===== src/hw/rtl/npfp_pkg.sv =====
// ============================================================================
// npfp_pkg
// Shared types, character codes and helper functions for the position
// sentence field parser.
// ============================================================================
`default_nettype none

package npfp_pkg;

	// Payload widths
	localparam int unsigned CHAR_W = 8;
	localparam int unsigned LAT_W  = 27;
	localparam int unsigned LON_W  = 28;
	localparam int unsigned MIN_W  = 20;
	localparam int unsigned DEG_W  = 8;
	localparam int unsigned CIF_W  = 4;
	localparam int unsigned FC_W   = 3;
	localparam int unsigned FLD_W  = 3;

	// Saturation limits
	localparam logic [DEG_W-1:0]   DEG_MAX     = '1;
	localparam logic [MIN_W-1:0]   MIN_MAX     = '1;
	localparam logic [LAT_W-2:0]   LAT_MAG_MAX = '1;
	localparam logic [LON_W-2:0]   LON_MAG_MAX = '1;
	localparam logic [CIF_W-1:0]   CIF_MAX     = '1;
	localparam logic [FLD_W-1:0]   FIELD_MAX   = '1;

	// ASCII codes
	localparam logic [CHAR_W-1:0] CHAR_COMMA = 8'h2C;
	localparam logic [CHAR_W-1:0] CHAR_POINT = 8'h2E;
	localparam logic [CHAR_W-1:0] CHAR_0     = 8'h30;
	localparam logic [CHAR_W-1:0] CHAR_9     = 8'h39;
	localparam logic [CHAR_W-1:0] CHAR_N     = 8'h4E;
	localparam logic [CHAR_W-1:0] CHAR_T     = 8'h54;
	localparam logic [CHAR_W-1:0] CHAR_S     = 8'h53;
	localparam logic [CHAR_W-1:0] CHAR_W_UP  = 8'h57;

	// Field numbers within a sentence
	localparam logic [FLD_W-1:0] FIELD_LAT      = 3'd1;
	localparam logic [FLD_W-1:0] FIELD_LAT_SIGN = 3'd2;
	localparam logic [FLD_W-1:0] FIELD_LON      = 3'd3;
	localparam logic [FLD_W-1:0] FIELD_LON_SIGN = 3'd4;

	// Degree digits at the head of each coordinate field
	localparam logic [CIF_W-1:0] LAT_DEG_DIGITS = 4'd2;
	localparam logic [CIF_W-1:0] LON_DEG_DIGITS = 4'd3;

	// Fail cause codes
	typedef enum logic [1:0] {
		FAIL_NONE  = 2'd0,
		FAIL_START = 2'd1,
		FAIL_TEXT  = 2'd2,
		FAIL_FIELD = 2'd3
	} fail_cause_t;

	// Power of ten at elaboration time
	function automatic longint unsigned pow10(input int unsigned n);
		longint unsigned p;
		p = 1;
		for (int unsigned i = 0; i < n && i < 12; i++) begin
			p = p * 10;
		end
		return p;
	endfunction

	// Power of ten for the zero padding of missing fraction digits
	function automatic logic [MIN_W-1:0] pow10_small(input logic [FC_W-1:0] n);
		logic [MIN_W-1:0] p;
		unique case (n)
			3'd0:    p = 20'd1;
			3'd1:    p = 20'd10;
			3'd2:    p = 20'd100;
			3'd3:    p = 20'd1000;
			3'd4:    p = 20'd10000;
			3'd5:    p = 20'd100000;
			3'd6:    p = 20'd1000000;
			default: p = 20'd1;
		endcase
		return p;
	endfunction

endpackage

`default_nettype wire


===== src/hw/rtl/npfp_if.sv =====
// ============================================================================
// npfp_if
// Valid/ready channels of the position sentence field parser: the character
// beat stream in and the position result out.
// ============================================================================
`default_nettype none

interface npfp_char_if;
	logic                           valid;
	logic                           ready;
	logic [npfp_pkg::CHAR_W-1:0]    data_byte;
	logic                           first_byte;
	logic                           last_byte;

	modport source (output valid, data_byte, first_byte, last_byte, input ready);
	modport sink   (input valid, data_byte, first_byte, last_byte, output ready);
endinterface

interface npfp_pos_if;
	logic                                 valid;
	logic                                 ready;
	logic                                 position_valid;
	logic signed [npfp_pkg::LAT_W-1:0]    latitude_fix;
	logic signed [npfp_pkg::LON_W-1:0]    longitude_fix;
	logic [1:0]                           fail_cause;

	modport source (output valid, position_valid, latitude_fix, longitude_fix, fail_cause,
		input ready);
	modport sink   (input valid, position_valid, latitude_fix, longitude_fix, fail_cause,
		output ready);
endinterface

`default_nettype wire


===== src/hw/rtl/nmea_position_field_parser.sv =====
// ============================================================================
// nmea_position_field_parser
// Parses latitude and longitude out of a GLL style position sentence chunk,
// one ASCII character per beat, into signed fixed point coordinates.
// ============================================================================
// The block takes one character beat per clock cycle with no gaps of its own:
// each beat goes into an input register and is then folded into the field state
// by one pass of logic (a multiply-by-ten accumulate, or on a comma the
// scaling of the field into 1/(60*10^FRACTION_DIGITS) degree). The last beat
// of a chunk waits in the input register until the output register is free;
// the result of the chunk is then loaded into the output register, which
// offers it as the result beat. Input beats are refused only when a last
// beat waits in the input register while the previous result has not been
// taken.
// A first beat restarts the parse; any beat after a result also starts a new
// chunk. Characters past MAX_BYTES are dropped, but their last mark counts.
`default_nettype none

module nmea_position_field_parser #(
	parameter int unsigned MAX_BYTES       = 64,
	parameter int unsigned FRACTION_DIGITS = 4
) (
	input  logic       clk,
	input  logic       arst_n,
	npfp_char_if.sink  chars,
	npfp_pos_if.source position
);
	import npfp_pkg::*;

	localparam int unsigned     POS_W     = $clog2(MAX_BYTES + 1);
	localparam longint unsigned DEG_SCALE = 60 * pow10(FRACTION_DIGITS);
	localparam int unsigned     MAG_RAW_W = $clog2(255 * DEG_SCALE + (1 << MIN_W) + 1);
	localparam int unsigned     MAG_W     = (MAG_RAW_W > LON_W) ? MAG_RAW_W : LON_W;
	localparam logic [FC_W-1:0] FRAC_N    = FC_W'(FRACTION_DIGITS);
	localparam logic [POS_W-1:0] POS_LIMIT = POS_W'(MAX_BYTES);

	// Input register
	logic              s1_valid;
	logic [CHAR_W-1:0] s1_char;
	logic              s1_first;
	logic              s1_last;
	logic              s1_go;

	// Parse state
	logic [POS_W-1:0]        pos_q;
	logic [FLD_W-1:0]        field_q;
	logic [CIF_W-1:0]        cif_q;
	logic                    point_q;
	logic [FC_W-1:0]         fc_q;
	logic [DEG_W-1:0]        deg_q;
	logic [MIN_W-1:0]        min_q;
	logic signed [LAT_W-1:0] lat_q;
	logic signed [LON_W-1:0] lon_q;
	logic                    complete_q;
	fail_cause_t             err_q;

	// Result register
	logic                    out_valid_q;
	logic                    pvalid_q;
	logic signed [LAT_W-1:0] lat_out_q;
	logic signed [LON_W-1:0] lon_out_q;
	fail_cause_t             cause_q;

	// Next state from the byte pass
	logic [POS_W-1:0]        n_pos;
	logic [FLD_W-1:0]        n_field;
	logic [CIF_W-1:0]        n_cif;
	logic                    n_point;
	logic [FC_W-1:0]         n_fc;
	logic [DEG_W-1:0]        n_deg;
	logic [MIN_W-1:0]        n_min;
	logic signed [LAT_W-1:0] n_lat;
	logic signed [LON_W-1:0] n_lon;
	logic                    n_complete;
	fail_cause_t             n_err;
	logic                    res_valid;
	fail_cause_t             res_cause;

	// Advance the input register unless a last beat waits on a full result
	assign s1_go        = s1_valid && (!s1_last || !out_valid_q || position.ready);
	assign chars.ready  = !s1_valid || s1_go;

	always_ff @(posedge clk or negedge arst_n) begin
		if (!arst_n) begin
			s1_valid <= 1'b0;
		end else if (chars.ready) begin
			s1_valid <= chars.valid;
		end
	end

	always_ff @(posedge clk) begin
		if (chars.valid && chars.ready) begin
			s1_char  <= chars.data_byte;
			s1_first <= chars.first_byte;
			s1_last  <= chars.last_byte;
		end
	end

	// Fold one character into the parse state
	always_comb begin : byte_pass
		logic [POS_W-1:0]        b_pos;
		logic [FLD_W-1:0]        b_field;
		logic [CIF_W-1:0]        b_cif;
		logic                    b_point;
		logic [FC_W-1:0]         b_fc;
		logic [DEG_W-1:0]        b_deg;
		logic [MIN_W-1:0]        b_min;
		logic signed [LAT_W-1:0] b_lat;
		logic signed [LON_W-1:0] b_lon;
		logic                    b_complete;
		fail_cause_t             b_err;
		logic [FC_W-1:0]         pad;
		logic [2*MIN_W-1:0]      min_wide;
		logic [MIN_W-1:0]        min_cap;
		logic [MAG_W-1:0]        mag;
		logic [LAT_W-2:0]        lat_mag;
		logic [LON_W-2:0]        lon_mag;
		logic                    is_digit;
		logic [3:0]              dig;
		logic [DEG_W+3:0]        deg10;
		logic [MIN_W+3:0]        min10;
		logic [CIF_W-1:0]        deg_digits;

		// A first mark clears the state before the byte
		b_pos      = s1_first ? '0 : pos_q;
		b_field    = s1_first ? '0 : field_q;
		b_cif      = s1_first ? '0 : cif_q;
		b_point    = s1_first ? 1'b0 : point_q;
		b_fc       = s1_first ? '0 : fc_q;
		b_deg      = s1_first ? '0 : deg_q;
		b_min      = s1_first ? '0 : min_q;
		b_lat      = s1_first ? '0 : lat_q;
		b_lon      = s1_first ? '0 : lon_q;
		b_complete = s1_first ? 1'b0 : complete_q;
		b_err      = s1_first ? FAIL_NONE : err_q;

		// Scale the finished field: degrees * 60 * 10^F plus padded minutes
		pad      = (b_fc < FRAC_N) ? FRAC_N - b_fc : '0;
		min_wide = (2*MIN_W)'(b_min) * (2*MIN_W)'(pow10_small(pad));
		min_cap  = (min_wide > (2*MIN_W)'(MIN_MAX)) ? MIN_MAX : min_wide[MIN_W-1:0];
		mag      = MAG_W'(b_deg) * MAG_W'(DEG_SCALE) + MAG_W'(min_cap);
		lat_mag  = (mag > MAG_W'(LAT_MAG_MAX)) ? LAT_MAG_MAX : mag[LAT_W-2:0];
		lon_mag  = (mag > MAG_W'(LON_MAG_MAX)) ? LON_MAG_MAX : mag[LON_W-2:0];

		// Digit accumulate with saturation
		is_digit   = (s1_char >= CHAR_0) && (s1_char <= CHAR_9);
		dig        = is_digit ? s1_char[3:0] : 4'd0;
		deg10      = (DEG_W+4)'(b_deg) * (DEG_W+4)'(10) + (DEG_W+4)'(dig);
		min10      = (MIN_W+4)'(b_min) * (MIN_W+4)'(10) + (MIN_W+4)'(dig);
		deg_digits = (b_field == FIELD_LAT) ? LAT_DEG_DIGITS : LON_DEG_DIGITS;

		n_pos      = b_pos;
		n_field    = b_field;
		n_cif      = b_cif;
		n_point    = b_point;
		n_fc       = b_fc;
		n_deg      = b_deg;
		n_min      = b_min;
		n_lat      = b_lat;
		n_lon      = b_lon;
		n_complete = b_complete;
		n_err      = b_err;

		if (b_pos < POS_LIMIT) begin
			// Check the sentence head; first error wins
			if (b_pos == '0 && s1_char != CHAR_N && n_err == FAIL_NONE) begin
				n_err = FAIL_START;
			end
			if (b_pos == POS_W'(1) && s1_char == CHAR_T && n_err == FAIL_NONE) begin
				n_err = FAIL_TEXT;
			end

			if (s1_char == CHAR_COMMA) begin
				// Close the field
				if (b_field == FIELD_LAT) begin
					if (b_cif < LAT_DEG_DIGITS && n_err == FAIL_NONE) begin
						n_err = FAIL_FIELD;
					end
					n_lat = signed'({1'b0, lat_mag});
				end else if (b_field == FIELD_LON) begin
					n_lon      = signed'({1'b0, lon_mag});
					n_complete = 1'b1;
				end
				if (b_field != FIELD_MAX) begin
					n_field = b_field + FLD_W'(1);
				end
				n_cif   = '0;
				n_point = 1'b0;
				n_fc    = '0;
				n_deg   = '0;
				n_min   = '0;
			end else begin
				if (b_field == FIELD_LAT || b_field == FIELD_LON) begin
					// Degrees, then minutes with an optional point
					if (b_cif < deg_digits) begin
						n_deg = (deg10 > (DEG_W+4)'(DEG_MAX)) ? DEG_MAX : deg10[DEG_W-1:0];
					end else if (s1_char == CHAR_POINT && !b_point) begin
						n_point = 1'b1;
					end else if (is_digit && (!b_point || b_fc < FRAC_N)) begin
						n_min = (min10 > (MIN_W+4)'(MIN_MAX)) ? MIN_MAX : min10[MIN_W-1:0];
						if (b_point) begin
							n_fc = b_fc + FC_W'(1);
						end
					end
				end else if (b_field == FIELD_LAT_SIGN && b_cif == '0 && s1_char == CHAR_S) begin
					n_lat = -b_lat;
				end else if (b_field == FIELD_LON_SIGN && b_cif == '0
						&& s1_char == CHAR_W_UP) begin
					n_lon = -b_lon;
				end
				if (b_cif != CIF_MAX) begin
					n_cif = b_cif + CIF_W'(1);
				end
			end
			n_pos = b_pos + POS_W'(1);
		end

		// Result on the last byte
		res_valid = (n_err == FAIL_NONE) && n_complete;
		if (n_err != FAIL_NONE) begin
			res_cause = n_err;
		end else if (n_complete) begin
			res_cause = FAIL_NONE;
		end else begin
			res_cause = FAIL_FIELD;
		end
	end

	// Hold the parse state; clear it after a last byte
	always_ff @(posedge clk or negedge arst_n) begin
		if (!arst_n) begin
			pos_q      <= '0;
			field_q    <= '0;
			cif_q      <= '0;
			point_q    <= 1'b0;
			fc_q       <= '0;
			deg_q      <= '0;
			min_q      <= '0;
			lat_q      <= '0;
			lon_q      <= '0;
			complete_q <= 1'b0;
			err_q      <= FAIL_NONE;
		end else if (s1_go) begin
			if (s1_last) begin
				pos_q      <= '0;
				field_q    <= '0;
				cif_q      <= '0;
				point_q    <= 1'b0;
				fc_q       <= '0;
				deg_q      <= '0;
				min_q      <= '0;
				lat_q      <= '0;
				lon_q      <= '0;
				complete_q <= 1'b0;
				err_q      <= FAIL_NONE;
			end else begin
				pos_q      <= n_pos;
				field_q    <= n_field;
				cif_q      <= n_cif;
				point_q    <= n_point;
				fc_q       <= n_fc;
				deg_q      <= n_deg;
				min_q      <= n_min;
				lat_q      <= n_lat;
				lon_q      <= n_lon;
				complete_q <= n_complete;
				err_q      <= n_err;
			end
		end
	end

	// Result register valid
	always_ff @(posedge clk or negedge arst_n) begin
		if (!arst_n) begin
			out_valid_q <= 1'b0;
		end else if (s1_go && s1_last) begin
			out_valid_q <= 1'b1;
		end else if (position.ready) begin
			out_valid_q <= 1'b0;
		end
	end

	// Result register payload
	always_ff @(posedge clk) begin
		if (s1_go && s1_last) begin
			pvalid_q  <= res_valid;
			lat_out_q <= res_valid ? n_lat : '0;
			lon_out_q <= res_valid ? n_lon : '0;
			cause_q   <= res_cause;
		end
	end

	assign position.valid          = out_valid_q;
	assign position.position_valid = pvalid_q;
	assign position.latitude_fix   = lat_out_q;
	assign position.longitude_fix  = lon_out_q;
	assign position.fail_cause     = cause_q;

endmodule

`default_nettype wire


===== src/flat_wrapper.sv =====
// flat-port wrapper written by rule: the top's interface ports become plain ports
module nmea_position_field_parser_flat import npfp_pkg::*;
#(
	parameter int unsigned MAX_BYTES       = 64,
	parameter int unsigned FRACTION_DIGITS = 4
)
  (clk, arst_n, chars_valid, chars_data_byte, chars_first_byte, chars_last_byte, chars_ready, position_valid, position_position_valid, position_latitude_fix, position_longitude_fix, position_fail_cause, position_ready);
  npfp_char_if chars_i ();
  npfp_pos_if position_i ();
  input  logic clk;
  input  logic arst_n;
  input wire logic [$bits(chars_i.valid)-1:0] chars_valid;
  input wire logic [$bits(chars_i.data_byte)-1:0] chars_data_byte;
  input wire logic [$bits(chars_i.first_byte)-1:0] chars_first_byte;
  input wire logic [$bits(chars_i.last_byte)-1:0] chars_last_byte;
  output wire logic [$bits(chars_i.ready)-1:0] chars_ready;
  output wire logic [$bits(position_i.valid)-1:0] position_valid;
  output wire logic [$bits(position_i.position_valid)-1:0] position_position_valid;
  output wire logic [$bits(position_i.latitude_fix)-1:0] position_latitude_fix;
  output wire logic [$bits(position_i.longitude_fix)-1:0] position_longitude_fix;
  output wire logic [$bits(position_i.fail_cause)-1:0] position_fail_cause;
  input wire logic [$bits(position_i.ready)-1:0] position_ready;
  assign chars_i.valid = chars_valid;
  assign chars_i.data_byte = chars_data_byte;
  assign chars_i.first_byte = chars_first_byte;
  assign chars_i.last_byte = chars_last_byte;
  assign chars_ready = chars_i.ready;
  assign position_valid = position_i.valid;
  assign position_position_valid = position_i.position_valid;
  assign position_latitude_fix = position_i.latitude_fix;
  assign position_longitude_fix = position_i.longitude_fix;
  assign position_fail_cause = position_i.fail_cause;
  assign position_i.ready = position_ready;
  nmea_position_field_parser #(.MAX_BYTES(MAX_BYTES), .FRACTION_DIGITS(FRACTION_DIGITS)) u_core (.clk(clk), .arst_n(arst_n), .chars(chars_i), .position(position_i));
endmodule

===== config.mk =====
export PLATFORM = sky130hd
export DESIGN_NAME = nmea_position_field_parser_flat
export DESIGN_NICKNAME = d
export VERILOG_FILES = /design/src/hw/rtl/npfp_pkg.sv /design/src/hw/rtl/npfp_if.sv /design/src/hw/rtl/nmea_position_field_parser.sv /design/src/flat_wrapper.sv
export SDC_FILE = /design/constraint.sdc
export NUM_CORES = 1
export LEC_CHECK = 0
export ABC_AREA = 1
export ABC_CLOCK_PERIOD_IN_PS = 11800
export BUFFER_PORTS_ARGS = -buffer_cell sky130_fd_sc_hd__buf_2
export CAP_MARGIN = 40
export CORE_ASPECT_RATIO = 1.75
export CORE_MARGIN = 2
export CORE_UTILIZATION = 40
export DETAILED_ROUTE_END_ITERATION = 6
export GPL_TIMING_DRIVEN = 0
export RECOVER_POWER = 50
export SYNTH_ARGS = -nofsm -noshare
export SYNTH_HDL_FRONTEND = slang
export SYNTH_SLANG_ARGS = --single-unit

===== constraint.sdc =====
create_clock -name clk -period 11.8 [get_ports clk]
set_input_delay 2.36 -clock clk [delete_from_list [all_inputs] [get_ports clk]]
set_output_delay 2.36 -clock clk [all_outputs]
set_load 0.01 [all_outputs]

==> impl_results.md, run 1 <==
* Slew @ Worst Pin at 4.36 ns
* Mux contribution to synthesized area at 0.116%
* Async SR Flop Fraction at 60.9%
* CTS H-tree lvls at 4
* CTS Buf Count at 17
* I/O Pins at 74
* Hold buffers post-CTS at 0
* Yosys cell types at 54
* Drt pass-1 iters at 7
* Worst R2R Start: u_core.s1_first
* Chip height at 361 um
* Max_cap viols at 2
* Reg2reg end: u_core.position.latitude_fix[14]
* Worst EP required at 12.04 ns
* RD Place Congestion at 0.996
* Fin. Hold Viols at 0
* Starting Density at 40.5%
* First-pass GRT wire length at 165 mm
* Synth Warn # at 0
* Crit path time final at 11.46 ns
* Nets at 4882
* R2R setup slack at 0.34 ns
* Yosys reg bits at 174
* CTS tree: built
* Die X at 208 um
* Crit path largest cell delay at 0.70 ns
* Leakage power total at 17.6 nW
* Routed length per instance at 21.0 um
* Share of layout cells above drive strength 1 at 7.82%
* Core area at 0.0719 mm2
* Gr usage total at 29.1%
* Total wire length at 109 mm
* Ant diodes at 0
* CP endpoint kind: register
* Setup TNS Final at 0 ns
* Top Layer Used: met4
* Post-synthesis sequential area ratio at 16.1%
* Worst hold slack at 0.489 ns
* Largest net degree at the start of global routing at 67
* Congestion Overflow GR at 0
* Critical path type: reg2reg
* XOR/XNOR Fraction of Synth Area at 3.01%
* Final worst path period share at 97.1%
* Vias at 27600
* Final ANT Viol Nets at 0
* Final Slew Violations at 109
* Syn avg cell area at 7.08 um2
* R2R depth at 57
* Net count after synthesis at 4736
* Slew HR at -191%
* Largest family of logic cells by synthesized area: adder cells
* CP max-delay cell: fa_1
* DP Wirelength at 91.2 mm
* Cells after Synth at 4113
* Row cnt at 130
* Die area at 0.0751 mm2
* Post-synthesis simple-gate area fraction at 25.7%
* Critical path data arrival time at 11.70 ns
* Area delta synth->final at 10.9%
* Initial DRC Count at 1690
* Compound-cell area share of the yosys netlist at 9.41%
* Final Non-Filler Cells at 5196
* Antenna violations before repair at 1
* Detailed-routed wire length on met2 at 57.0 mm
* Setup crit start: u_core.s1_first
* Worst-path clk slew at 0.08 ns
* Max frequency at 87.3 MHz
* Placed cells at 5133
* Clock root buffer: clkbuf_16
* Critical Path Fanout Max at 10
* Final setup vio count at 0
* Dominant synthesized flop cell: dfrtp_1
* Post-synth EDFFs at 68
* Worst Hold Class: reg2reg
* IO buf count at 73
* Wire length on met1 at 34.8 mm
* Clk_lat worst skew at 0.49 ns
* Setup crit end: u_core.position.latitude_fix[14]
* Clk buf depth at 2
* Pwr per Cell Area at 42.1 mW/mm2
* Routed vias/inst at 5.31
* Post-Synth Adder-Cell Area at 34.0%
* Maximum VDD drop at 0.0942 mV
* Critical path launch point type: register
* Post-Syn Area at 0.0291 mm2
* Vias in the first global route at 28600
* Status: finished with violations
* Violated checks: design-rule violations, max-capacitance violations, max-slew violations
* Met3 routed WL at 4.97 mm
* Max Clock Skew at 0.0294 ns
* Num Clock Sinks at 174
* Residual DRC at 1
## stage by stage
| stage | cell area (um2) | util (%) | setup slack, ns | total power [mW] |
|---|---|---|---|---|
| 2_1_floorplan | 29100 | - | 1.14 | 0.719 |
| 3_3_place_gp | 30600 | 42.6 | -2.81 | 0.777 |
| 3_5_place_dp | 30900 | 43.0 | -2.77 | 0.780 |
| 4_1_cts | 31800 | 44.3 | 0.0135 | 1.36 |
| 5_1_grt | 32300 | 44.9 | -0.0303 | 1.40 |
| 6_report | 32300 | 44.9 | 0.342 | 1.36 |
## placed cells by master, fill, tap and decap left out, types with 6 or more instances in the layout
cell type   instances
buf_2              27
a31oi_1            12
clkinvlp_4         12
o21ai_0           190
nand2_1          1033
or2_2              12
nand2_2            20
a211oi_1           14
nand4_1            43
o211ai_1           15
ha_1              294
dfrtp_1           106
clkbuf_1          112
buf_4              46
nor2_4             34
nand3_1           148
xnor2_1            41
a21oi_1           127
xor2_1             57
a21oi_2             8
o21bai_1           12
edfxtp_1           68
clkinv_1            7
clkbuf_16          17
ha_4                7
o22ai_1            17
o21ai_1            73
inv_2              24
o21ai_2             6
buf_6              17
nor2_2             44
nand3b_1           10
fa_1              301
nor3_1             25
nor2_1            448
inv_1             749
## synth_stat cells (3+ instances only)
cell / n / area share (%)
nand4_1: 43 / 0.92
nor4_1: 3 / 0.064
nand3_1: 151 / 2.6
o21a_1: 3 / 0.077
xnor2_1: 41 / 1.2
nand3b_1: 10 / 0.26
or2_2: 12 / 0.26
nor3_1: 27 / 0.46
a21oi_1: 134 / 2.3
o22ai_1: 17 / 0.37
dfrtp_1: 106 / 9.1
nand2_2: 8 / 0.17
a21o_1: 5 / 0.13
o31ai_1: 3 / 0.077
nand2_4: 3 / 0.12
a31oi_1: 11 / 0.24
inv_1: 756 / 9.7
nor2_2: 18 / 0.39
buf_2: 21 / 0.36
o211ai_1: 15 / 0.39
xor2_1: 59 / 1.8
nor2_4: 5 / 0.19
clkinv_1: 16 / 0.21
clkbuf_1: 60 / 0.77
edfxtp_1: 68 / 7.0
nand2_1: 1046 / 13
nor2_1: 503 / 6.5
a311oi_1: 3 / 0.090
mux2_2: 3 / 0.12
o21bai_1: 12 / 0.31
and2_1: 5 / 0.11
o21ai_0: 194 / 3.3
a211oi_1: 14 / 0.36
inv_2: 23 / 0.30
buf_1: 6 / 0.077
ha_1: 306 / 13
o21ai_1: 74 / 1.3
buf_6: 5 / 0.19
fa_1: 303 / 21
## cell families after synthesis
logic type | after synthesis
XOR/XNOR | 100
flip-flops | 174
buffers and inverters | 888
adder cells (fa/ha/maj) | 609
multiplexers | 3
AO/OA/AOI/OAI | 499
AND/OR/NAND/NOR | 1840
## worst min-delay path by stage
stage	start	to	cells after the start
floorplan	u_core.min_q[13]	u_core.min_q[13]	2
global placement	u_core.lat_q[1]	u_core.lat_q[1]	2
detailed placement	u_core.lon_q[0]	u_core.lon_q[0]	2
CTS	u_core.lon_q[0]	u_core.lon_q[0]	2
global route	u_core.min_q[14]	u_core.min_q[14]	2
finish	u_core.lon_q[0]	u_core.lon_q[0]	2
## power by group
group	switching [mW]	total, mW	internal (mW)
Combinational	0.0923	0.117	0.0248
Clock	0.306	0.591	0.285
Sequential	0.00668	0.650	0.644
## repair_timing
action,CTS,global route
pin swaps,8,24
gates resized for setup,75,135
setup endpoints to repair,106,106
setup buffers,17,17
## registers in the layout, indices dropped and copies added, names as in the netlist, 2 cells and up
signal / flops
u_core.s1_char: 8
u_core.field_q: 3
u_core.lon_q: 28
u_core.lat_q: 27
u_core.err_q: 2
u_core.position.latitude_fix: 27
u_core.fc_q: 3
u_core.position.fail_cause: 2
u_core.cif_q: 4
u_core.min_q: 20
u_core.deg_q: 8
u_core.position.longitude_fix: 28
u_core.pos_q: 7
## per-layer routing
layer  up-vias  global-route usage (%)
met4         0                    26.7
met1     13100                    26.9
met2       963                    55.0
met5         -                       0
li1      13100                       -
met3       456                    3.58
## critical path: cells and delay by family (launching register included)
kind	cells	cell delay, ns
fa+ha+maj	10	4.56
simple gates	26	3.06
buf+inv	15	1.99
compound gates	6	1.02
flops	1	0.52
## final cells by class
cell class	instances	area, um2
multi-input combinational	3051	21500
fill	7611	39600
tap	924	1160
buffer	90	487
clock inverter	15	171
clock buffer	17	425
sequential	174	4690
inverter	795	3030
timing repair buffer	130	773
(Power assumes the default switching activity.)
==> inputs of run 2 (changes only) <==
CORE_ASPECT_RATIO = 1.4   (was 1.75)
==> run 2 against run 1 <==
  * Critical path type unchanged
  * Critical path depth up 2
  * Core utilization down 0.52 points
  * The run still ends with design-rule violations, max-capacitance violations, max-slew violations left
  * Maximum frequency up 1.2%
  * Via count down 1.7%
  * Worst setup slack better by 0.13 ns
  * Hold slack better by 0.0021 ns
  * Flip-flop and latch count unchanged
  * Sequential power about the same
  * Power up 5.4%
  * First-iteration DRC count up 26%
  * Largest cell class unchanged
  * Die area about the same
  * Cell area down 0.37%
==> impl_results.md, run 2 (synthesized netlist as in run 1, its figures left out) <==
* Chip height at 323 um (-10%)
* Final worst path period share at 96.0% (-1.1 points)
* Critical path type: reg2reg
* Worst-path clk slew at 0.06 ns (-0.02 ns)
* Critical Path Fanout Max at 10 (unchanged)
* Ant diodes at 0 (unchanged)
* Hold Crit Depth at 2 (unchanged)
* Drt pass-1 iters at 7 (unchanged)
* Die area at 0.0750 mm2 (about the same)
* Final setup margin at 0.472 ns (+0.131 ns)
* Met3 Usage GRT at 3.02% (-0.55 points)
* Most used cell, CP: nand2_1
* Antenna violations before repair at 0 (-1)
* First-pass GRT wire length at 156 mm (-5.2%)
* Routed vias/inst at 5.21 (-2.0%)
* Power share of the combinational group at 7.9% (-0.7 points)
* Vias at 27200 (-1.7%)
* CTS H-tree lvls at 4 (unchanged)
* Starting Density at 40.2% (-0.32 points)
* Max Clock Skew at 0.0237 ns (-0.00573 ns)
* Clock root buffer: clkbuf_16
* RSZ-0062 raised after global routing: yes
* Max_cap viols at 2 (unchanged)
* Pwr per Cell Area at 44.5 mW/mm2 (+5.8%)
* Initial DRC Count at 2126 (+26%)
* Switching pwr at 0.365 mW (-9.9%)
* Commonest non-fill, non-tap cells in the layout: 1034 x nand2_1, 749 x inv_1, 461 x nor2_1
* Met2 GRT Util at 48.9% (-6.0 points)
* Final ANT Viol Nets at 0 (unchanged)
* Gr usage total at 27.3% (-1.8 points)
* Slew HR at -184% (+7.2 points)
* Final setup vio count at 0 (unchanged)
* CP max-delay cell: fa_1
* CTS Buf Count at 25 (+8)
* Num Clock Sinks at 174 (unchanged)
* Clock network power share at 46.6% (+3.1 points)
* Congestion Overflow GR at 0 (unchanged)
* Dpl ws at -2.50 ns (+0.271 ns)
* Crit path largest cell delay at 0.59 ns (-0.11 ns)
* Critical path data arrival time at 11.58 ns (-0.12 ns)
* RD Place Congestion at 1.02 (+2.4%)
* Tot Pwr at 1.43 mW (+5.4%)
* Final core utilization at 44.4% (-0.52 points)
* Residual DRC at 1 (unchanged)
* DP Wirelength at 84.3 mm (-7.6%)
* Largest net degree at the start of global routing at 72 (+7.5%)
* Internal Power at 1.07 mW (+12%)
* Status: finished with violations
* Critical path launch point type: register
* Routed length per instance at 19.2 um (-8.4%)
* I/O Pins at 74 (unchanged)
* R2R depth at 59 (+3.5%)
* Clk buf depth at 3 (+1)
* Nets at 4880 (-0.041%)
* Grt met1 use at 30.6% (+3.7 points)
* Maximum VDD drop at 0.0742 mV (-21%)
* Row cnt at 117 (-10%)
* Worst EP required at 12.06 ns (+0.02 ns)
* Sw Ratio at 25.5% (-4.3 points)
* Leakage power total at 17.6 nW (-0.26%)
* Fin. Hold Viols at 0 (unchanged)
* Violated checks: design-rule violations, max-capacitance violations, max-slew violations
* Vias in the first global route at 27800 (-2.7%)
* Crit path time final at 11.33 ns (-0.131 ns)
* Worst hold slack at 0.491 ns (+0.00210 ns)
* Slew @ Worst Pin at 4.25 ns (-0.109 ns)
* Reg power frac at 45.4% (-2.5 points)
* Hold buffers post-CTS at 0 (unchanged)
* Final Slew Violations at 109 (unchanged)
* Area delta synth->final at 10.4%
* CP endpoint kind: register
* Clk_lat worst skew at 0.53 ns (+0.04 ns)
* Die X at 232 um (+12%)
* Share of layout cells above drive strength 1 at 7.06% (-0.76 points)
* Top Usage Layer GRT: met2
* Worst Hold Class: reg2reg
* Max frequency at 88.3 MHz (+1.2%)
* IO buf count at 73 (unchanged)
* Most common cell after layout, fill and taps aside: nand2_1
* Total wire length at 100 mm (-8.0%)
* Core area at 0.0725 mm2 (+0.79%)
* Setup TNS Final at 0 ns (unchanged)
* CTS tree: built
-- run 2: layout make-up --
| type | instances | area [um2] |
|---|---|---|
| fillers | 7587 | 40300 |
| clock inverters | 2 | 8.76 |
| inverters | 795 | 3020 |
| plain buffers | 91 | 469 |
| clock buffers | 31 | 678 |
| well taps | 952 | 1190 |
| flip-flops and latches | 174 | 4690 |
| multi-input cells | 3051 | 21400 |
| repair buffers | 119 | 674 |
-- run 2: worst paths after layout --
path / slack (ns) / endpoint / startpoint
max in group asynchronous: 4.35 / u_core.lat_q[17] / arst_n
worst max register to register: 0.47 / u_core.position.longitude_fix[16] / u_core.s1_first
worst min register to register: 0.49 / u_core.lat_q[1] / u_core.lat_q[1]
worst min-delay path: 0.49 / u_core.lat_q[1] / u_core.lat_q[1]
worst max-delay path: 0.47 / u_core.position.longitude_fix[16] / u_core.s1_first
min in group asynchronous: 2.48 / u_core.pos_q[0] / arst_n
-- run 2: power by group through the flow --
stage	Combinational (mW)	Clock [mW]	Sequential [mW]
2_1_floorplan	0.0519	0	0.667
3_3_place_gp	0.110	0	0.663
3_5_place_dp	0.113	0	0.663
4_1_cts	0.116	0.675	0.651
5_1_grt	0.123	0.692	0.652
6_report	0.114	0.668	0.651
-- run 2: metrics by stage --
step,instance area (um2),instances
after detailed placement,30900,5160
after global placement,30700,5138
after floorplan,29100,4113
after global routing,32200,5215
after CTS,31800,5198
final,32200,5215
-- run 2: worst max-delay path, delay by kind of cell, from the launching register on --
family | cells | cell delay (ns)
buffers and inverters | 18 | 2.22
AND/OR/NAND/NOR | 28 | 3.42
flip-flops | 1 | 0.40
adder cells (fa/ha/maj) | 10 | 4.61
AO/OA/AOI/OAI | 3 | 0.37
-- run 2: timing repair --
action                     CTS  global route
setup endpoints to repair  106           106
buffers inserted             6            18
pin swaps                    6            10
resized for setup           55           118
-- run 2: routing by layer --
layer / part of all wire, % / vias up
met2: 50 / 912
met1: 38 / 12900
met4: 7.1 / 0
met5: 0 / -
li1: - / 13100
met3: 5.0 / 287
